===== src/sv/btsc_pkg.sv =====
`default_nettype none
// ----------------------------------------------------------------------------
// btsc_pkg: shared types and constants of the block transpose shift cipher
// Holds the payload structs, the block record metadata, the register map and
// the back-end sequencer states.
// ----------------------------------------------------------------------------
package btsc_pkg;

  localparam int unsigned NumSlots = 9;
  localparam int unsigned SlotW    = 4;
  localparam int unsigned PermW    = NumSlots * SlotW;
  localparam int unsigned ByteW    = 8;
  localparam int unsigned CntW     = 4;

  // Register indexes on the configuration port (byte address is 8 * index).
  localparam logic [1:0] RegBlockLen = 2'd0;
  localparam logic [1:0] RegPermMap  = 2'd1;
  localparam logic [1:0] RegShift    = 2'd2;
  localparam logic [1:0] RegMode     = 2'd3;

  localparam logic ModeEncrypt = 1'b0;
  localparam logic ModeDecode  = 1'b1;

  typedef struct packed {
    logic [ByteW-1:0] data_byte;
    logic             last;
  } in_item_t;

  typedef struct packed {
    logic [ByteW-1:0] out_byte;
    logic             out_last;
    logic             msg_end;
  } out_item_t;

  // Describes one gathered block as it travels from front to back.
  typedef struct packed {
    logic [CntW-1:0] fill;
    logic            full;
    logic            fin;
  } blk_meta_t;

  typedef enum logic [1:0] {
    BkIdle,
    BkEncrypt,
    BkMap,
    BkEmit
  } bk_state_e;

  function automatic logic [SlotW-1:0] slot_entry(logic [PermW-1:0] pm, logic [CntW-1:0] j);
    return pm[{j, 2'b00} +: SlotW];
  endfunction

endpackage
`default_nettype wire


===== src/sv/block_transpose_shift_cipher_top.sv =====
`default_nettype none
// ----------------------------------------------------------------------------
// block_transpose_shift_cipher_top: columnar transposition with byte shift
// Gathers message bytes into blocks and emits each block transposed through
// the permutation register and shifted modulo MODULUS (encrypt), or shifted
// back and placed by position (decode).
// ----------------------------------------------------------------------------
//
//   Channel   Direction  Handshake            Transaction payload
//   in        input      in_valid_i/in_stall_o   in_item_t  (data_byte, last)
//   out       output     out_valid_o/out_stall_i out_item_t (out_byte, out_last, msg_end)
//   config    input      APB psel/penable        64-bit register write or read
//
// The front end takes one byte per cycle as long as the two-entry block queue
// has room; a completed block is queued in the cycle its final byte arrives.
// The back end first loads a block from the queue, then steps slot by slot:
// an encrypt block takes one sweep over the slots, and a decode block holding
// n bytes takes a placement sweep over the slots, then the emission sweep
// over the n positions.
// Reset clears the fill count, the queue, the sequencer and the output valid;
// registers return to block_len=1, perm_map=0, shift=0, mode=0.
// An output stall holds the registered result and freezes the encrypt and
// emission sweeps; input stall rises only while the block queue is full.
//
module block_transpose_shift_cipher_top import btsc_pkg::*; #(
  parameter int unsigned MAX_BLOCK = 9,
  parameter int unsigned MODULUS   = 256
) (
  input  wire logic        clk_i,
  input  wire logic        rst_ni,
  input  wire logic        in_valid_i,
  input  wire in_item_t    in_data_i,
  output      logic        in_stall_o,
  output      logic        out_valid_o,
  input  wire logic        out_stall_i,
  output      out_item_t   out_data_o,
  input  wire logic        psel,
  input  wire logic        penable,
  input  wire logic        pwrite,
  input  wire logic [4:0]  paddr,
  input  wire logic [63:0] pwdata,
  output      logic [63:0] prdata,
  output      logic        pready
);

  localparam int unsigned BytesW = MAX_BLOCK * ByteW;
  localparam int unsigned RecW   = BytesW + $bits(blk_meta_t);

  // Configuration registers.
  logic [CntW-1:0]  block_len_q;
  logic [PermW-1:0] perm_map_q;
  logic [ByteW-1:0] shift_q;
  logic             mode_q;
  logic             cfg_wr;
  logic [1:0]       reg_idx;
  logic [CntW-1:0]  eff_len;

  assign pready  = 1'b1;
  assign cfg_wr  = psel && penable && pwrite;
  assign reg_idx = paddr[4:3];

  always_ff @(posedge clk_i or negedge rst_ni) begin
    if (!rst_ni) begin
      block_len_q <= 4'd1;
      perm_map_q  <= '0;
      shift_q     <= '0;
      mode_q      <= ModeEncrypt;
    end else if (cfg_wr) begin
      unique case (reg_idx)
        RegBlockLen: block_len_q <= pwdata[CntW-1:0];
        RegPermMap:  perm_map_q  <= pwdata[PermW-1:0];
        RegShift:    shift_q     <= pwdata[ByteW-1:0];
        RegMode:     mode_q      <= pwdata[0];
        default: ;
      endcase
    end
  end

  always_comb begin
    prdata = '0;
    unique case (reg_idx)
      RegBlockLen: prdata = 64'(block_len_q);
      RegPermMap:  prdata = 64'(perm_map_q);
      RegShift:    prdata = 64'(shift_q);
      RegMode:     prdata = 64'(mode_q);
      default: ;
    endcase
  end

  // A block length of zero behaves as one; anything beyond the buffer is
  // clamped to the buffer depth.
  always_comb begin
    if (block_len_q == '0) begin
      eff_len = 4'd1;
    end else if (block_len_q > CntW'(MAX_BLOCK)) begin
      eff_len = CntW'(MAX_BLOCK);
    end else begin
      eff_len = block_len_q;
    end
  end

  // Front end to queue.
  logic              q_push, q_full, q_pop, q_valid;
  logic [BytesW-1:0] f_bytes, b_bytes;
  blk_meta_t         f_meta, b_meta;
  logic [RecW-1:0]   q_rd_data;

  btsc_front #(
    .MAX_BLOCK(MAX_BLOCK)
  ) u_front (
    .clk_i      (clk_i),
    .rst_ni     (rst_ni),
    .in_valid_i (in_valid_i),
    .in_data_i  (in_data_i),
    .in_stall_o (in_stall_o),
    .eff_len_i  (eff_len),
    .q_full_i   (q_full),
    .q_push_o   (q_push),
    .q_bytes_o  (f_bytes),
    .q_meta_o   (f_meta)
  );

  btsc_queue #(
    .WIDTH(RecW)
  ) u_queue (
    .clk_i       (clk_i),
    .rst_ni      (rst_ni),
    .push_i      (q_push),
    .push_data_i ({f_meta, f_bytes}),
    .full_o      (q_full),
    .pop_i       (q_pop),
    .valid_o     (q_valid),
    .pop_data_o  (q_rd_data)
  );

  assign b_bytes = q_rd_data[BytesW-1:0];
  assign b_meta  = q_rd_data[RecW-1:BytesW];

  btsc_back #(
    .MAX_BLOCK(MAX_BLOCK),
    .MODULUS  (MODULUS)
  ) u_back (
    .clk_i       (clk_i),
    .rst_ni      (rst_ni),
    .q_valid_i   (q_valid),
    .q_bytes_i   (b_bytes),
    .q_meta_i    (b_meta),
    .q_pop_o     (q_pop),
    .eff_len_i   (eff_len),
    .perm_map_i  (perm_map_q),
    .shift_i     (shift_q),
    .mode_i      (mode_q),
    .out_valid_o (out_valid_o),
    .out_stall_i (out_stall_i),
    .out_data_o  (out_data_o)
  );

`ifndef SYNTHESIS
  // The front end must never hand a block to a full queue.
  a_queue_no_overflow: assert property (@(posedge clk_i) disable iff (!rst_ni)
    q_push |-> !q_full)
    else $error("block pushed into a full queue");

  // The back end only takes a record that is present.
  a_pop_only_valid: assert property (@(posedge clk_i) disable iff (!rst_ni)
    q_pop |-> q_valid)
    else $error("block popped from an empty queue");

  // The end of the message always closes a run.
  a_msg_end_closes_run: assert property (@(posedge clk_i) disable iff (!rst_ni)
    (out_valid_o && out_data_o.msg_end) |-> out_data_o.out_last)
    else $error("message end without end of run");
`endif

endmodule
`default_nettype wire


===== src/sv/btsc_front.sv =====
`default_nettype none
// ----------------------------------------------------------------------------
// btsc_front: byte gathering front end
// Collects message bytes into a block and hands each completed or final
// partial block to the queue as one record.
// ----------------------------------------------------------------------------
module btsc_front import btsc_pkg::*; #(
  parameter int unsigned MAX_BLOCK = 9
) (
  input  wire logic                       clk_i,
  input  wire logic                       rst_ni,
  input  wire logic                       in_valid_i,
  input  wire in_item_t                   in_data_i,
  output      logic                       in_stall_o,
  input  wire logic [CntW-1:0]            eff_len_i,
  input  wire logic                       q_full_i,
  output      logic                       q_push_o,
  output      logic [MAX_BLOCK*ByteW-1:0] q_bytes_o,
  output      blk_meta_t                  q_meta_o
);

  localparam int unsigned IdxW = (MAX_BLOCK > 1) ? $clog2(MAX_BLOCK) : 1;

  logic             accept;
  logic [CntW-1:0]  fill_q, fill_d, fill_inc;
  logic             blk_full, blk_done;
  logic [ByteW-1:0] store_q [MAX_BLOCK];

  assign in_stall_o = q_full_i;
  assign accept     = in_valid_i && !q_full_i;
  assign fill_inc   = fill_q + 4'd1;
  assign blk_full   = fill_inc >= eff_len_i;
  assign blk_done   = accept && (blk_full || in_data_i.last);

  always_comb begin
    fill_d = fill_q;
    if (accept) begin
      fill_d = blk_done ? '0 : fill_inc;
    end
  end

  always_ff @(posedge clk_i or negedge rst_ni) begin
    if (!rst_ni) begin
      fill_q <= '0;
    end else begin
      fill_q <= fill_d;
    end
  end

  always_ff @(posedge clk_i) begin
    if (accept) begin
      store_q[fill_q[IdxW-1:0]] <= in_data_i.data_byte;
    end
  end

  // The record carries the incoming byte merged into its slot.
  always_comb begin
    for (int i = 0; i < MAX_BLOCK; i++) begin
      q_bytes_o[i*ByteW +: ByteW] = (fill_q == CntW'(i)) ? in_data_i.data_byte : store_q[i];
    end
  end

  assign q_push_o      = blk_done;
  assign q_meta_o.fill = blk_full ? eff_len_i : fill_inc;
  assign q_meta_o.full = blk_full;
  assign q_meta_o.fin  = in_data_i.last;

endmodule
`default_nettype wire


===== src/sv/btsc_queue.sv =====
`default_nettype none
// ----------------------------------------------------------------------------
// btsc_queue: two-entry block record queue
// Decouples the gathering front end from the emitting back end.
// ----------------------------------------------------------------------------
module btsc_queue import btsc_pkg::*; #(
  parameter int unsigned WIDTH = 78
) (
  input  wire logic             clk_i,
  input  wire logic             rst_ni,
  input  wire logic             push_i,
  input  wire logic [WIDTH-1:0] push_data_i,
  output      logic             full_o,
  input  wire logic             pop_i,
  output      logic             valid_o,
  output      logic [WIDTH-1:0] pop_data_o
);

  localparam int unsigned Depth = 2;

  logic [WIDTH-1:0] mem_q [Depth];
  logic             wr_q, wr_d, rd_q, rd_d;
  logic [1:0]       cnt_q, cnt_d;
  logic             do_push, do_pop;

  assign full_o     = cnt_q == 2'(Depth);
  assign valid_o    = cnt_q != 2'd0;
  assign pop_data_o = mem_q[rd_q];
  assign do_push    = push_i && !full_o;
  assign do_pop     = pop_i && valid_o;

  always_comb begin
    wr_d  = do_push ? !wr_q : wr_q;
    rd_d  = do_pop ? !rd_q : rd_q;
    cnt_d = cnt_q + 2'(do_push) - 2'(do_pop);
  end

  always_ff @(posedge clk_i or negedge rst_ni) begin
    if (!rst_ni) begin
      wr_q  <= 1'b0;
      rd_q  <= 1'b0;
      cnt_q <= '0;
    end else begin
      wr_q  <= wr_d;
      rd_q  <= rd_d;
      cnt_q <= cnt_d;
    end
  end

  always_ff @(posedge clk_i) begin
    if (do_push) begin
      mem_q[wr_q] <= push_data_i;
    end
  end

endmodule
`default_nettype wire


===== src/sv/btsc_back.sv =====
`default_nettype none
// ----------------------------------------------------------------------------
// btsc_back: transposition and shift back end
// Walks one block record slot by slot, applies the modular shift and drives
// the registered output stage.
// ----------------------------------------------------------------------------
module btsc_back import btsc_pkg::*; #(
  parameter int unsigned MAX_BLOCK = 9,
  parameter int unsigned MODULUS   = 256
) (
  input  wire logic                       clk_i,
  input  wire logic                       rst_ni,
  input  wire logic                       q_valid_i,
  input  wire logic [MAX_BLOCK*ByteW-1:0] q_bytes_i,
  input  wire blk_meta_t                  q_meta_i,
  output      logic                       q_pop_o,
  input  wire logic [CntW-1:0]            eff_len_i,
  input  wire logic [PermW-1:0]           perm_map_i,
  input  wire logic [ByteW-1:0]           shift_i,
  input  wire logic                       mode_i,
  output      logic                       out_valid_o,
  input  wire logic                       out_stall_i,
  output      out_item_t                  out_data_o
);

  localparam int unsigned IdxW = (MAX_BLOCK > 1) ? $clog2(MAX_BLOCK) : 1;

  // Reduces a byte modulo the modulus by conditional subtraction.
  function automatic logic [ByteW-1:0] mod_byte(logic [ByteW-1:0] x);
    logic [15:0] r;
    int          k;
    r = 16'(x);
    for (k = 7; k >= 0; k--) begin
      if (r >= (16'(MODULUS) << k)) begin
        r = r - (16'(MODULUS) << k);
      end
    end
    return r[ByteW-1:0];
  endfunction

  bk_state_e        state_q, state_d;
  logic [ByteW-1:0] blk_q [MAX_BLOCK];
  logic [ByteW-1:0] pos_q [MAX_BLOCK];
  blk_meta_t        meta_q;
  logic [CntW-1:0]  j_q, j_d, src_q, src_d;
  logic [ByteW-1:0] sadd_q, sadd_d, smod;
  logic             out_valid_q;
  out_item_t        out_data_q;

  logic [MAX_BLOCK-1:0] hit, above;
  logic                 cur_hit, more_hits, j_last, emit_last, adv;
  logic [SlotW-1:0]     p;
  logic [CntW-1:0]      from;
  logic [ByteW-1:0]     op_byte, mod_out;
  logic [ByteW:0]       sum;
  logic                 emit, step, pos_wr;
  out_item_t            emit_item;

  assign adv = !out_valid_q || !out_stall_i;

  always_comb begin
    for (int i = 0; i < MAX_BLOCK; i++) begin
      hit[i] = (CntW'(i) < eff_len_i) && (slot_entry(perm_map_i, CntW'(i)) < meta_q.fill);
    end
  end

  assign above     = hit >> j_q;
  assign cur_hit   = above[0];
  assign more_hits = |(above >> 1);
  assign j_last    = j_q == (eff_len_i - 4'd1);
  assign emit_last = j_q == (meta_q.fill - 4'd1);
  assign p         = slot_entry(perm_map_i, j_q);
  assign from      = meta_q.full ? j_q : src_q;
  assign op_byte   = (state_q == BkEncrypt) ? blk_q[p[IdxW-1:0]] : blk_q[from[IdxW-1:0]];

  always_comb begin
    sum = 9'(mod_byte(op_byte)) + 9'(sadd_q);
    if (sum >= 9'(MODULUS)) begin
      sum = sum - 9'(MODULUS);
    end
    mod_out = sum[ByteW-1:0];
  end

  // Decode adds the modular complement of the shift.
  always_comb begin
    smod   = mod_byte(shift_i);
    sadd_d = smod;
    if (mode_i == ModeDecode && smod != '0) begin
      sadd_d = ByteW'(9'(MODULUS) - 9'(smod));
    end
  end

  always_comb begin
    state_d = state_q;
    unique case (state_q)
      BkIdle: begin
        if (q_valid_i) begin
          state_d = (mode_i == ModeDecode) ? BkMap : BkEncrypt;
        end
      end
      BkEncrypt: begin
        if (adv && j_last) begin
          state_d = BkIdle;
        end
      end
      BkMap: begin
        if (j_last) begin
          state_d = BkEmit;
        end
      end
      BkEmit: begin
        if (adv && emit_last) begin
          state_d = BkIdle;
        end
      end
      default: state_d = BkIdle;
    endcase
  end

  always_comb begin
    q_pop_o   = 1'b0;
    emit      = 1'b0;
    step      = 1'b0;
    pos_wr    = 1'b0;
    emit_item = '0;
    unique case (state_q)
      BkIdle: begin
        q_pop_o = q_valid_i;
      end
      BkEncrypt: begin
        step      = adv;
        emit      = adv && cur_hit;
        emit_item = '{out_byte: mod_out, out_last: !more_hits,
                      msg_end: meta_q.fin && !more_hits};
      end
      BkMap: begin
        step   = 1'b1;
        pos_wr = cur_hit;
      end
      BkEmit: begin
        step      = adv;
        emit      = adv;
        emit_item = '{out_byte: pos_q[j_q[IdxW-1:0]], out_last: emit_last,
                      msg_end: meta_q.fin && emit_last};
      end
      default: ;
    endcase
  end

  always_comb begin
    j_d   = j_q;
    src_d = src_q;
    if (state_q == BkIdle || (state_q == BkMap && j_last)) begin
      j_d = '0;
    end else if (step) begin
      j_d = j_q + 4'd1;
    end
    if (state_q == BkIdle) begin
      src_d = '0;
    end else if (pos_wr) begin
      src_d = src_q + 4'd1;
    end
  end

  always_ff @(posedge clk_i or negedge rst_ni) begin
    if (!rst_ni) begin
      state_q     <= BkIdle;
      j_q         <= '0;
      src_q       <= '0;
      out_valid_q <= 1'b0;
    end else begin
      state_q <= state_d;
      j_q     <= j_d;
      src_q   <= src_d;
      if (emit) begin
        out_valid_q <= 1'b1;
      end else if (!out_stall_i) begin
        out_valid_q <= 1'b0;
      end
    end
  end

  always_ff @(posedge clk_i) begin
    if (emit) begin
      out_data_q <= emit_item;
    end
    if (q_pop_o) begin
      meta_q <= q_meta_i;
      sadd_q <= sadd_d;
      for (int i = 0; i < MAX_BLOCK; i++) begin
        blk_q[i] <= q_bytes_i[i*ByteW +: ByteW];
        pos_q[i] <= q_bytes_i[i*ByteW +: ByteW];
      end
    end else if (pos_wr) begin
      pos_q[p[IdxW-1:0]] <= mod_out;
    end
  end

  assign out_valid_o = out_valid_q;
  assign out_data_o  = out_data_q;

endmodule
`default_nettype wire

===== config.mk =====
export PLATFORM = sky130hd
export DESIGN_NAME = block_transpose_shift_cipher_top
export DESIGN_NICKNAME = d
export VERILOG_FILES = /design/src/sv/btsc_pkg.sv /design/src/sv/block_transpose_shift_cipher_top.sv /design/src/sv/btsc_front.sv /design/src/sv/btsc_queue.sv /design/src/sv/btsc_back.sv
export SDC_FILE = /design/constraint.sdc
export NUM_CORES = 1
export LEC_CHECK = 0
export BUFFER_PORTS_ARGS = -buffer_cell sky130_fd_sc_hd__buf_4
export CAP_MARGIN = 20
export CORE_MARGIN = 2
export CORE_UTILIZATION = 45
export DETAILED_ROUTE_END_ITERATION = 8
export GPL_TIMING_DRIVEN = 1
export SYNTH_ARGS = -nofsm -noshare
export SYNTH_HDL_FRONTEND = slang
export SYNTH_SLANG_ARGS = --single-unit
export TNS_END_PERCENT = 50

===== constraint.sdc =====
create_clock -name clk_i -period 9.45 [get_ports clk_i]
set_input_delay 0.945 -clock clk_i [delete_from_list [all_inputs] [get_ports clk_i]]
set_output_delay 0.945 -clock clk_i [all_outputs]
set_load 0.02 [all_outputs]

==> flow_summary_export.csv, run 1 <==
group,metric,value,unit
logic_synthesis,avgSynthCellArea,15.8,sq um
logic_synthesis,syn_inst,1530,
global_routing,grt.total_usage,0.216,
logic_synthesis,synth.area.top_cells,"edfxtp_1 (56%), mux2_2 (12%), dfrtp_1 (6.9%)",
clocking,cts_root_buf,"clkbuf_16",
cells_and_area,num-fill-cells,4363,
status,status,"completed",
routing,postRouteAntennaNets,0,
cells_and_area,final_area,27300,sq um
die,die_h,236,microns
routing,routed_wl,60000,microns
timing,fin_crit,6.11,ns
timing,finalSetupTns,0,ns
routing,drc,0,
worst_setup_path,critPathKind,"reg2reg",
timing,fin_skew,0.0442,ns
cells_and_area,finalNetCount,1774,
die,die_area,55700,sq um
global_routing,grt_pass1_wl,88200,microns
clocking,clock_path_buffers,3,
logic_synthesis,synth.cell_area,24200,sq um
logic_synthesis,async_flop_share,0.131,
clocking,cts_hold_buf,0,
worst_setup_path,crit_arrival,6.37,ns
place,post_dp_cell_area,25600,sq um
worst_setup_path,crit_chain,"inv_1 -> nor4_1 -> nand2_1 -> o21ai_2 -> buf_4 -> inv_1 -> a211oi_1 -> a311o_1 -> nand3_1 -> o311a_1 -> ha_1 -> a21o_1 -> a21oi_1 -> nor2b_1 -> o21a_1 -> o41ai_1 -> xnor2_1 -> xnor2_2 -> inv_1",
die,start_util,0.458,
logic_synthesis,synth_cell_types,66,
worst_setup_path,max_stage_delay,0.74,ns
worst_setup_path,reg2reg_to,"u_back.pos_q[15][7]",
clocking,clock-sinks,520,
cells_and_area,area.sequential,15300,sq um
worst_setup_path,cp_slowest_cell,"xnor2_2",
logic_synthesis,ys_ff_latch,520,
worst_setup_path,critical_path_peak_fanout,33,
cells_and_area,final_layout_size_suffix_gt1_frac,0.329,
routing,drt_iter0_drc,1037,
global_routing,antenna_found_initial,2,
pwr,peakVddDrop,0.275,mV
die,die_w,236,microns
timing,final.setup.worst_slack,3.34,ns
pwr,powerDensity,370,nW/um^2
routing,dr_total_vias,13500,
place,portBuffers,101,
worst_setup_path,critPathLaunchType,"flop",
place,hpwl,41200,microns
timing,worst_pin_slew,1.04,ns
routing,via_per_inst,5.68,
pwr,p_seq_frac,0.383,
global_routing,gr-total-overflow,0,
pwr,combinationalPowerShare,0.418,
cells_and_area,syn_to_final_growth,12.8,%
worst_setup_path,rr_worst_depth,19,
clocking,cts_tree,"yes",
cells_and_area,mostFrequentLayoutCells,"edfxtp_1 (452), mux2_2 (260), buf_4 (125)",
worst_setup_path,r2r_slack,3.34,ns
min_path,hp-class,"in2async",
pwr,p_clk_frac,0.199,
cells_and_area,mostFrequentLayoutCell,"edfxtp_1",
pwr,power.switching,4000,uW
place,routabilityCongestion,0.862,
logic_synthesis,synth_area_leader_cell,"edfxtp_1",
cells_and_area,multi_input_area,8390,sq um
timing,slew_headroom,0.307,
clocking,cts_resized,0,
clocking,clock_latency,0.63,ns
clocking,cts_setup_buffers,0,
logic_synthesis,synth_edf_count,452,
timing,setup_viol,0,
timing,clock.fmax,164,MHz
clocking,path_clk_slew,0.06,ns
logic_synthesis,synth_warnings,0,
die,num_rows,84,
timing,period_share,0.647,
worst_setup_path,r2r_start,"u_back.j_q[3]",
flow_run,cap_violations,0,
logic_synthesis,ys.flop_type,"edfxtp_1",
logic_synthesis,seq_area_frac_synth,0.631,
pwr,internal_power,6110,uW
global_routing,grt_max_degree,69,
routing,detail_route.wl_per_cell,25.3,microns
pwr,swShare,0.395,
die,pin_count,162,
logic_synthesis,yosys.area.top_type_share,0.561,
worst_setup_path,cp_common_cell,"inv_1",
timing,rsz0062_at_grt,"false",
clocking,numCtsBuffers,54,
clocking,cts-htree-levels,2,
pwr,p_leak,0.00985,uW
timing,finalHoldViolCount,0,
worst_setup_path,crit_required,9.71,ns
worst_setup_path,end_kind,"flop",
timing,slew_violations,0,
place,place_ws,3.48,ns
global_routing,first_global_vias,13300,
die,coreArea,52900,sq um
routing,dr.pass1.iters,6,
-- registers in the layout, indices dropped and copies added, names as in the netlist --
signal / cells
u_back.sadd_q: 8
u_queue.wr_q: 1
u_back.out_valid_o: 1
shift_q: 8
u_queue.cnt_q: 2
u_back.out_data_o: 10
u_back.pos_q: 128
u_front.fill_q: 4
u_queue.rd_q: 1
u_back.src_q: 4
u_back.state_q: 2
perm_map_q: 36
u_back.j_q: 4
u_front.store_q: 72
u_queue.mem_q: 156
u_back.blk_q: 72
u_back.meta_q: 6
block_len_q: 4
mode_q: 1
-- per-stage QoR --
stage	instances	hold WS, ns	util	power [uW]
after CTS	2365	0.452	0.516	10100
after floorplan	1557	0.456	-	6510
final	2367	0.423	0.516	10100
after detailed placement	2267	0.515	0.485	8090
after global routing	2367	0.487	0.516	10600
after global placement	2267	0.496	0.485	8020
-- layout make-up --
cell class / instances / share of cell area
multi-input combinational: 892 / 0.307
antenna: 1 / 0.0000917
timing repair buffer: 125 / 0.0344
inverter: 43 / 0.00591
tap: 688 / 0.0315
sequential: 520 / 0.560
clock inverter: 19 / 0.00697
clock buffer: 79 / 0.0540
-- worst max-delay path, delay by kind of cell (launching register included) --
family                     cells  cell delay, ns
buffers and inverters          4            1.40
AOI/OAI and AO/OA              8            1.58
xor gates and xnor gates       2            0.90
adders and majority gates      1            0.27
DFF                            1            0.54
and+or+nand+nor                4            1.03
-- power groups by stage --
stage	Combinational (uW)	Clock [uW]	Sequential, uW
after detailed placement	4170	0	3920
after floorplan	2760	0	3750
after global routing	4550	2150	3930
after global placement	4120	0	3900
after CTS	4190	2060	3870
final	4230	2020	3870
-- worst max path at each step --
| stage | startpoint | to | slack [ns] | depth (start not counted) |
|---|---|---|---|---|
| finish | u_back.j_q[3] | u_back.pos_q[15][7] | 3.34 | 19 |
| global placement | u_back.j_q[3] | u_back.pos_q[9][7] | 3.57 | 19 |
| floorplan | block_len_q[2] | u_queue.mem_q[0][0] | 1.48 | 12 |
| global route | u_back.j_q[3] | u_back.pos_q[10][7] | 2.74 | 19 |
| CTS | u_back.j_q[3] | u_back.pos_q[15][7] | 3.43 | 19 |
| detailed placement | u_back.j_q[3] | u_back.pos_q[9][7] | 3.48 | 19 |
-- kinds of logic after synthesis --
group | count (synthesis) | synth area share
other | 2 | 0.000310
flip-flops | 520 | 0.631
AND/OR/NAND/NOR | 245 | 0.0551
XOR/XNOR | 30 | 0.0109
AO/OA/AOI/OAI | 157 | 0.0466
buffers and inverters | 145 | 0.0280
multiplexers | 378 | 0.200
adder cells (fa/ha/maj) | 53 | 0.0277
-- Yosys cell counts (7+ instances only) --
cell type / n
edfxtp_1: 452
mux2_2: 260
dfrtp_1: 67
nand2_1: 65
mux4_2: 59
mux2i_1: 58
clkbuf_1: 53
ha_1: 52
and2_1: 44
nor2_1: 41
inv_1: 35
buf_4: 31
o21ai_0: 28
a21oi_1: 22
xnor2_1: 21
a21o_1: 20
nand2b_1: 18
nand3_1: 13
nor3_1: 13
nor2b_1: 12
or2_2: 12
a211oi_1: 10
a31oi_1: 10
buf_1: 10
o31ai_1: 10
nor3_4: 9
o211ai_1: 9
xor2_1: 9
a311o_1: 7
buf_2: 7
clkinv_1: 7
-- routing by layer --
layer / vias to the layer above / part of all wire / GRT usage
met1: 6909 / 0.43 / 0.294
met2: 390 / 0.48 / 0.350
li1: 6059 / - / -
met5: - / 0 / 0
met4: 0 / 0.026 / 0.0643
met3: 97 / 0.067 / 0.0452
No activity file was read; power rests on OpenSTA's default activity.
==> run 2: changes to the inputs <==
==> constraint.sdc (replaced) <==
create_clock -name clk_i -period 5.1 [get_ports clk_i]
set_input_delay 0.51 -clock clk_i [delete_from_list [all_inputs] [get_ports clk_i]]
set_output_delay 0.51 -clock clk_i [all_outputs]
set_load 0.02 [all_outputs]
==> run 2 against run 1 <==
Effect of this change: the flow now finishes with violations (negative hold slack); sequential cell count is the same; sequential power grew 86%; wire length shrank 0.32%.
==> flow_summary_export.csv, run 2 (same netlist as run 1, synthesis figures left out) <==
group,metric,value,unit
status,status,"finished with violations",
status,violations,"negative hold slack",
pwr,internal_power,12000,uW
die,die_h,236,microns
die,start_util,0.458,
die,pin_count,162,
pwr,p_clk_frac,0.209,
clocking,cts_tree,"yes",
cells_and_area,mostFrequentLayoutCells,"edfxtp_1 (452), mux2_2 (260), buf_4 (151)",
routing,dr_total_vias,13500,
pwr,p_leak,0.0101,uW
worst_setup_path,cp_common_cell,"xnor2_1",
routing,detail_route.wl_per_cell,24.9,microns
die,die_area,55700,sq um
cells_and_area,syn_to_final_growth,14.8,%
pwr,combinationalPowerShare,0.421,
pwr,power.switching,7460,uW
timing,holdWs,-0.0191,ns
cells_and_area,mostFrequentLayoutCell,"edfxtp_1",
clocking,clock_path_buffers,3,
cells_and_area,largest_register,"u_queue.mem_q",
timing,fin_skew,0.0384,ns
worst_setup_path,critPathKind,"reg2reg",
global_routing,grt.total_usage,0.216,
worst_setup_path,crit_chain,"mux4_2 -> or2_2 -> a22oi_2 -> buf_12 -> mux2_2 -> o211ai_1 -> nand3_1 -> o311a_1 -> ha_1 -> a21o_1 -> a21oi_1 -> nor2b_1 -> o21a_1 -> o41ai_1 -> xnor2_1 -> xnor2_1 -> buf_4 -> inv_1",
global_routing,grt_pass1_wl,88700,microns
clocking,clock-sinks,520,
clocking,path_clk_slew,0.06,ns
place,portBuffers,101,
clocking,clock_latency,0.62,ns
worst_setup_path,crit_arrival,5.21,ns
pwr,p_seq_frac,0.370,
timing,slew_headroom,0.348,
global_routing,first_global_vias,13500,
routing,drt_iter0_drc,981,
timing,setup_viol,0,
worst_setup_path,crit_required,5.45,ns
place,hpwl,41700,microns
min_path,hp-class,"in2async",
pwr,peakVddDrop,0.443,mV
worst_setup_path,path_buf_inv,3,
routing,dr.pass1.iters,5,
timing,slew_violations,0,
global_routing,gr-total-overflow,0,
clocking,numCtsBuffers,54,
timing,worst_pin_slew,0.978,ns
place,routabilityCongestion,0.872,
worst_setup_path,cp_top_family,"compound AO/OA/AOI/OAI gates",
cells_and_area,final_layout_size_suffix_gt1_frac,0.345,
timing,fin_crit,4.87,ns
cells_and_area,largest_reg_flops,156,
routing,via_per_inst,5.64,
place,place_ws,0.164,ns
timing,finalHoldViolCount,8,
pwr,powerDensity,700,nW/um^2
timing,period_share,0.954,
global_routing,antenna_found_initial,1,
routing,routed_wl,59800,microns
die,coreArea,52900,sq um
die,die_w,236,microns
clocking,cts-htree-levels,2,
cells_and_area,finalNetCount,1805,
cells_and_area,top_regs,"u_queue.mem_q: 156 flops, u_back.pos_q: 128 flops",
worst_setup_path,critical_path_peak_fanout,18,
timing,final.setup.worst_slack,0.233,ns
routing,postRouteAntennaNets,0,
clocking,cts_root_buf,"clkbuf_16",
timing,clock.fmax,205,MHz
die,num_rows,84,
routing,drc,0,
pwr,swShare,0.384,
worst_setup_path,critPathLaunchType,"flop",
worst_setup_path,end_kind,"flop",
worst_setup_path,max_stage_delay,0.54,ns
cells_and_area,diodes,0,
flow_run,cap_violations,0,
worst_setup_path,cp_slowest_cell,"dfrtp_4",
clocking,cts_hold_buf,0,
global_routing,grt_max_degree,98,
[run 2: repair_timing]
action	in CTS	in global routing
setup endpoints to repair	0	27
endpoints found under the hold margin	0	0
setup buffers	0	11
gates resized for setup	0	2
[run 2: area by class of cell]
cell class,count,area [sq um]
fill,4385,25100
sequential,520,15300
multi-input combinational,892,8390
clock buffer,65,1390
timing repair buffer,156,1240
tap,688,861
clock inverter,35,443
inverter,43,165
[run 2: layer usage]
| layer | wire length [microns] | GRT usage | vias up |
|---|---|---|---|
| met5 | 0 | 0 | - |
| met4 | 1470 | 0.0656 | 0 |
| met3 | 3170 | 0.0324 | 77 |
| met2 | 28200 | 0.337 | 357 |
| met1 | 27000 | 0.312 | 6975 |
| li1 | - | - | 6112 |
[run 2: metrics by stage]
stage	TNS [ns]	instance area (sq um)	power, uW	util	instances
3_3_place_gp	0	25800	15200	0.488	2287
5_1_grt	-0.00464	27800	20400	0.525	2399
3_5_place_dp	0	25800	15300	0.488	2287
2_1_floorplan	0	24300	12000	-	1557
4_1_cts	0	27700	19400	0.523	2387
6_report	0	27800	19400	0.525	2399
[run 2: path summary, 6_finish.rpt]
| check | startpoint | to | slack [ns] | depth (start not counted) |
|---|---|---|---|---|
| setup / recovery | u_back.j_q[0] | u_back.pos_q[10][7] | 0.23 | 18 |
| hold / removal | rst_ni | u_queue.wr_q | -0.02 | 1 |
| max in group asynchronous | rst_ni | u_back.j_q[0] | 4.35 | 1 |
| setup reg to reg | u_back.j_q[0] | u_back.pos_q[10][7] | 0.23 | 18 |
| min in group clk_i | in_data_i[0] | u_queue.mem_q[0][72] | 0.09 | 1 |
| hold reg to reg | shift_q[0] | u_back.sadd_q[0] | 0.51 | 0 |
[run 2: worst reg2reg max path, cell delays in order, from the launching register on]
cell and delay [ns]:
dfrtp_4 0.54, mux4_2 0.54, or2_2 0.30, a22oi_2 0.28, buf_12 0.21, mux2_2 0.35, o211ai_1 0.15, nand3_1 0.13
o311a_1 0.14, ha_1 0.28, a21o_1 0.16, a21oi_1 0.22, nor2b_1 0.08, o21a_1 0.19, o41ai_1 0.31, xnor2_1 0.18
xnor2_1 0.13, buf_4 0.25, inv_1 0.16
[run 2: power by group through the flow]
stage | Sequential (uW) | Combinational (uW) | Clock [uW]
floorplan | 6930 | 5110 | 0
global placement | 7250 | 7920 | 0
detailed placement | 7280 | 8050 | 0
CTS | 7200 | 8080 | 4150
global route | 7280 | 8830 | 4330
finish | 7190 | 8190 | 4070
==> run 3: changes to the inputs <==
--- a/config.mk
+++ b/config.mk
@@ -13,5 +13,6 @@
 export GPL_TIMING_DRIVEN = 1
 export SYNTH_ARGS = -nofsm -noshare
 export SYNTH_HDL_FRONTEND = slang
+export SYNTH_HIERARCHICAL = 1
 export SYNTH_SLANG_ARGS = --single-unit
 export TNS_END_PERCENT = 50
==> run 3 against run 2 <==
Effect of this change: the flow now finishes without violations; largest power group unchanged; sequential cell count is the same; highest routed layer unchanged; clock skew grew 0.0035 ns; worst setup slack gained 0.090 ns; critical endpoint is now u_back/pos_q[1][7].
==> flow_summary_export.csv, run 3 <==
group,metric,value,unit
timing,finalSetupTns,0,ns
logic_synthesis,avgSynthCellArea,16.1,sq um
logic_synthesis,synth_top_cells_by_count,"edfxtp_1 (452), mux2_2 (222), nor2_1 (69), dfrtp_1 (67), nand2_1 (66)",
pwr,power.switching,6490,uW
worst_setup_path,reg2reg_to,"u_back/pos_q[1][7]",
clocking,numCtsBuffers,55,
global_routing,first_global_vias,13700,
die,die_area,56800,sq um
clocking,cts-htree-levels,2,
worst_setup_path,cp_top_family,"compound AO/OA/AOI/OAI gates",
global_routing,grt_pass1_wl,89400,microns
status,status,"completed",
cells_and_area,fin_cells,2420,
worst_setup_path,critical_path_peak_fanout,37,
pwr,swShare,0.368,
timing,worst_pin_slew,1.08,ns
cells_and_area,syn_to_final_growth,13.5,%
cells_and_area,top_regs,"u_queue/mem_q: 156 flops, u_back/pos_q: 128 flops",
routing,drc,0,
logic_synthesis,async_flop_share,0.131,
die,die_h,238,microns
worst_setup_path,r2r_start,"u_back/j_q[0]",
worst_setup_path,cp_common_cell,"a211oi_1",
logic_synthesis,synth_warnings,6,
logic_synthesis,synth_area_leader_cell,"edfxtp_1",
worst_setup_path,cp_slowest_cell,"dfrtp_4",
clocking,path_clk_slew,0.06,ns
cells_and_area,diodes,0,
timing,fin_skew,0.0419,ns
routing,via_per_inst,5.65,
logic_synthesis,ys.flop_type,"edfxtp_1",
worst_setup_path,crit_arrival,5.11,ns
routing,detail_route.wl_per_cell,25.0,microns
global_routing,grt_max_degree,69,
cells_and_area,largest_reg_flops,156,
clocking,cts_hold_buf,0,
timing,slew_violations,0,
global_routing,use_met3,0.0342,
timing,rsz0062_at_grt,"false",
pwr,p_seq_frac,0.369,
logic_synthesis,synth_cell_types,89,
worst_setup_path,path_depth,18,
pwr,powerDensity,629,nW/um^2
worst_setup_path,critPathKind,"reg2reg",
pwr,combinationalPowerShare,0.412,
pwr,p_clk_frac,0.219,
die,start_util,0.457,
min_path,hp-class,"in2async",
die,coreArea,54000,sq um
cells_and_area,largest_register,"u_queue/mem_q",
worst_setup_path,rr_worst_depth,18,
worst_setup_path,crit_end,"u_back/pos_q[1][7]",
clocking,clock-sinks,520,
place,place_ws,0.241,ns
logic_synthesis,synth.cell_area,24700,sq um
flow_run,cap_violations,0,
global_routing,gr-total-overflow,0,
place,routabilityCongestion,0.878,
die,die_w,238,microns
routing,postRouteAntennaNets,0,
pwr,power,17600,uW
logic_synthesis,synth_most_common_cell,"edfxtp_1",
pwr,p_leak,0.0102,uW
cells_and_area,final_layout_size_suffix_gt1_frac,0.347,
clocking,cts_tree,"yes",
pwr,peakVddDrop,0.449,mV
global_routing,antenna_found_initial,4,
worst_setup_path,crit_required,5.43,ns
routing,routed_wl,60500,microns
global_routing,grt.total_usage,0.215,
timing,final.setup.worst_slack,0.324,ns
die,num_rows,85,
worst_setup_path,critical_path.startpoint,"u_back/j_q[0]",
routing,dr_total_vias,13700,
routing,dr.pass1.iters,5,
clocking,clock_latency,0.62,ns
place,dp_cells,2321,
logic_synthesis,ys_ff_latch,520,
timing,period_share,0.937,
worst_setup_path,max_stage_delay,0.58,ns
logic_synthesis,synth_edf_count,452,
cells_and_area,mostFrequentLayoutCell,"edfxtp_1",
worst_setup_path,path_buf_inv,2,
timing,setup_viol,0,
worst_setup_path,crit_chain,"mux4_2 -> nor2_1 -> a2bb2oi_4 -> buf_12 -> nor2b_1 -> a211oi_1 -> a211oi_1 -> a311oi_1 -> a221oi_1 -> ha_1 -> nand3_1 -> a21boi_0 -> o21ai_0 -> a21oi_1 -> xnor2_1 -> buf_4 -> xor2_4 -> mux2_1",
timing,slew_headroom,0.281,
clocking,clock_path_buffers,3,
worst_setup_path,r2r_slack,0.32,ns
timing,clock.fmax,209,MHz
clocking,cts_setup_buffers,0,
logic_synthesis,synth.area.top_cells,"edfxtp_1 (55%), mux2_2 (10%), dfrtp_1 (6.8%)",
cells_and_area,mostFrequentLayoutCells,"edfxtp_1 (452), mux2_2 (222), buf_4 (157)",
cells_and_area,finalNetCount,1820,
global_routing,grtUsageMet2,0.349,
global_routing,grt-busiest-layer,"met2",
place,portBuffers,101,
pwr,internal_power,11100,uW
worst_setup_path,critPathLaunchType,"flop",
place,hpwl,42300,microns
clocking,cts_root_buf,"clkbuf_16",
routing,drt_iter0_drc,970,
logic_synthesis,yosys.area.top_type_share,0.549,
logic_synthesis,seq_area_frac_synth,0.618,
logic_synthesis,syn_inst,1539,
timing,fin_crit,4.78,ns
worst_setup_path,end_kind,"flop",
timing,finalHoldViolCount,0,
global_routing,globalRouteMet1Util,0.299,
clocking,cts_resized,0,
die,pin_count,162,
-- run 3: how the worst min path moves through the flow --
stage,from,to,slack [ns]
floorplan,rst_ni,block_len_q[1],0.21
global placement,u_queue/cnt_q[0],u_queue/cnt_q[0],0.50
detailed placement,u_queue/cnt_q[0],u_queue/cnt_q[0],0.51
CTS,rst_ni,u_front/fill_q[0],0.01
global route,rst_ni,u_queue/wr_q,0.06
finish,rst_ni,u_front/fill_q[0],0.002
-- run 3: worst reg2reg max path: stages, from the launching register on --
cell,delay (ns)
dfrtp_4,0.58
mux4_2,0.57
nor2_1,0.21
a2bb2oi_4,0.21
buf_12,0.24
nor2b_1,0.12
a211oi_1,0.20
a211oi_1,0.08
a311oi_1,0.41
a221oi_1,0.12
ha_1,0.32
nand3_1,0.08
a21boi_0,0.23
o21ai_0,0.16
a21oi_1,0.20
xnor2_1,0.09
buf_4,0.16
xor2_4,0.23
mux2_1,0.33
-- run 3: final cells by class --
| type | count | area (sq um) |
|---|---|---|
| multi-input combinational | 915 | 8780 |
| clock buffer | 71 | 1440 |
| inverter | 29 | 110 |
| sequential | 520 | 15300 |
| tap | 696 | 871 |
| timing repair buffer | 161 | 1260 |
| clock inverter | 28 | 295 |
| fill | 4530 | 26000 |
-- run 3: cell families after synthesis --
group	after synthesis	share of synthesized area
flip-flops	520	0.618
AND/OR/NAND/NOR	269	0.0569
XOR/XNOR	31	0.0113
other	2	0.000304
AO/OA/AOI/OAI	137	0.0432
buffers and inverters	131	0.0323
adder cells (fa/ha/maj)	53	0.0271
multiplexers	396	0.211
-- run 3: routing by layer --
layer / vias up / part of all wire / routed length, microns
met5: - / 0 / 0
met4: 0 / 0.025 / 1520
met3: 88 / 0.057 / 3440
met2: 392 / 0.48 / 29000
met1: 6993 / 0.44 / 26500
li1: 6203 / - / -
-- run 3: per-stage QoR --
stage / area [sq um] / hold WS [ns] / utilization
floorplan: 24800 / 0.214 / -
global placement: 26300 / 0.500 / 0.487
detailed placement: 26300 / 0.506 / 0.487
CTS: 28000 / 0.0144 / 0.519
global route: 28000 / 0.0637 / 0.519
finish: 28000 / 0.00238 / 0.519
-- run 3: power groups by stage --
stage / logic, uW / registers, uW / clock network, uW
final: 7280 / 6510 / 3860
after detailed placement: 7220 / 6600 / 0
after CTS: 7260 / 6520 / 3940
after floorplan: 4870 / 6360 / 0
after global placement: 7100 / 6580 / 0
after global routing: 7810 / 6590 / 4090
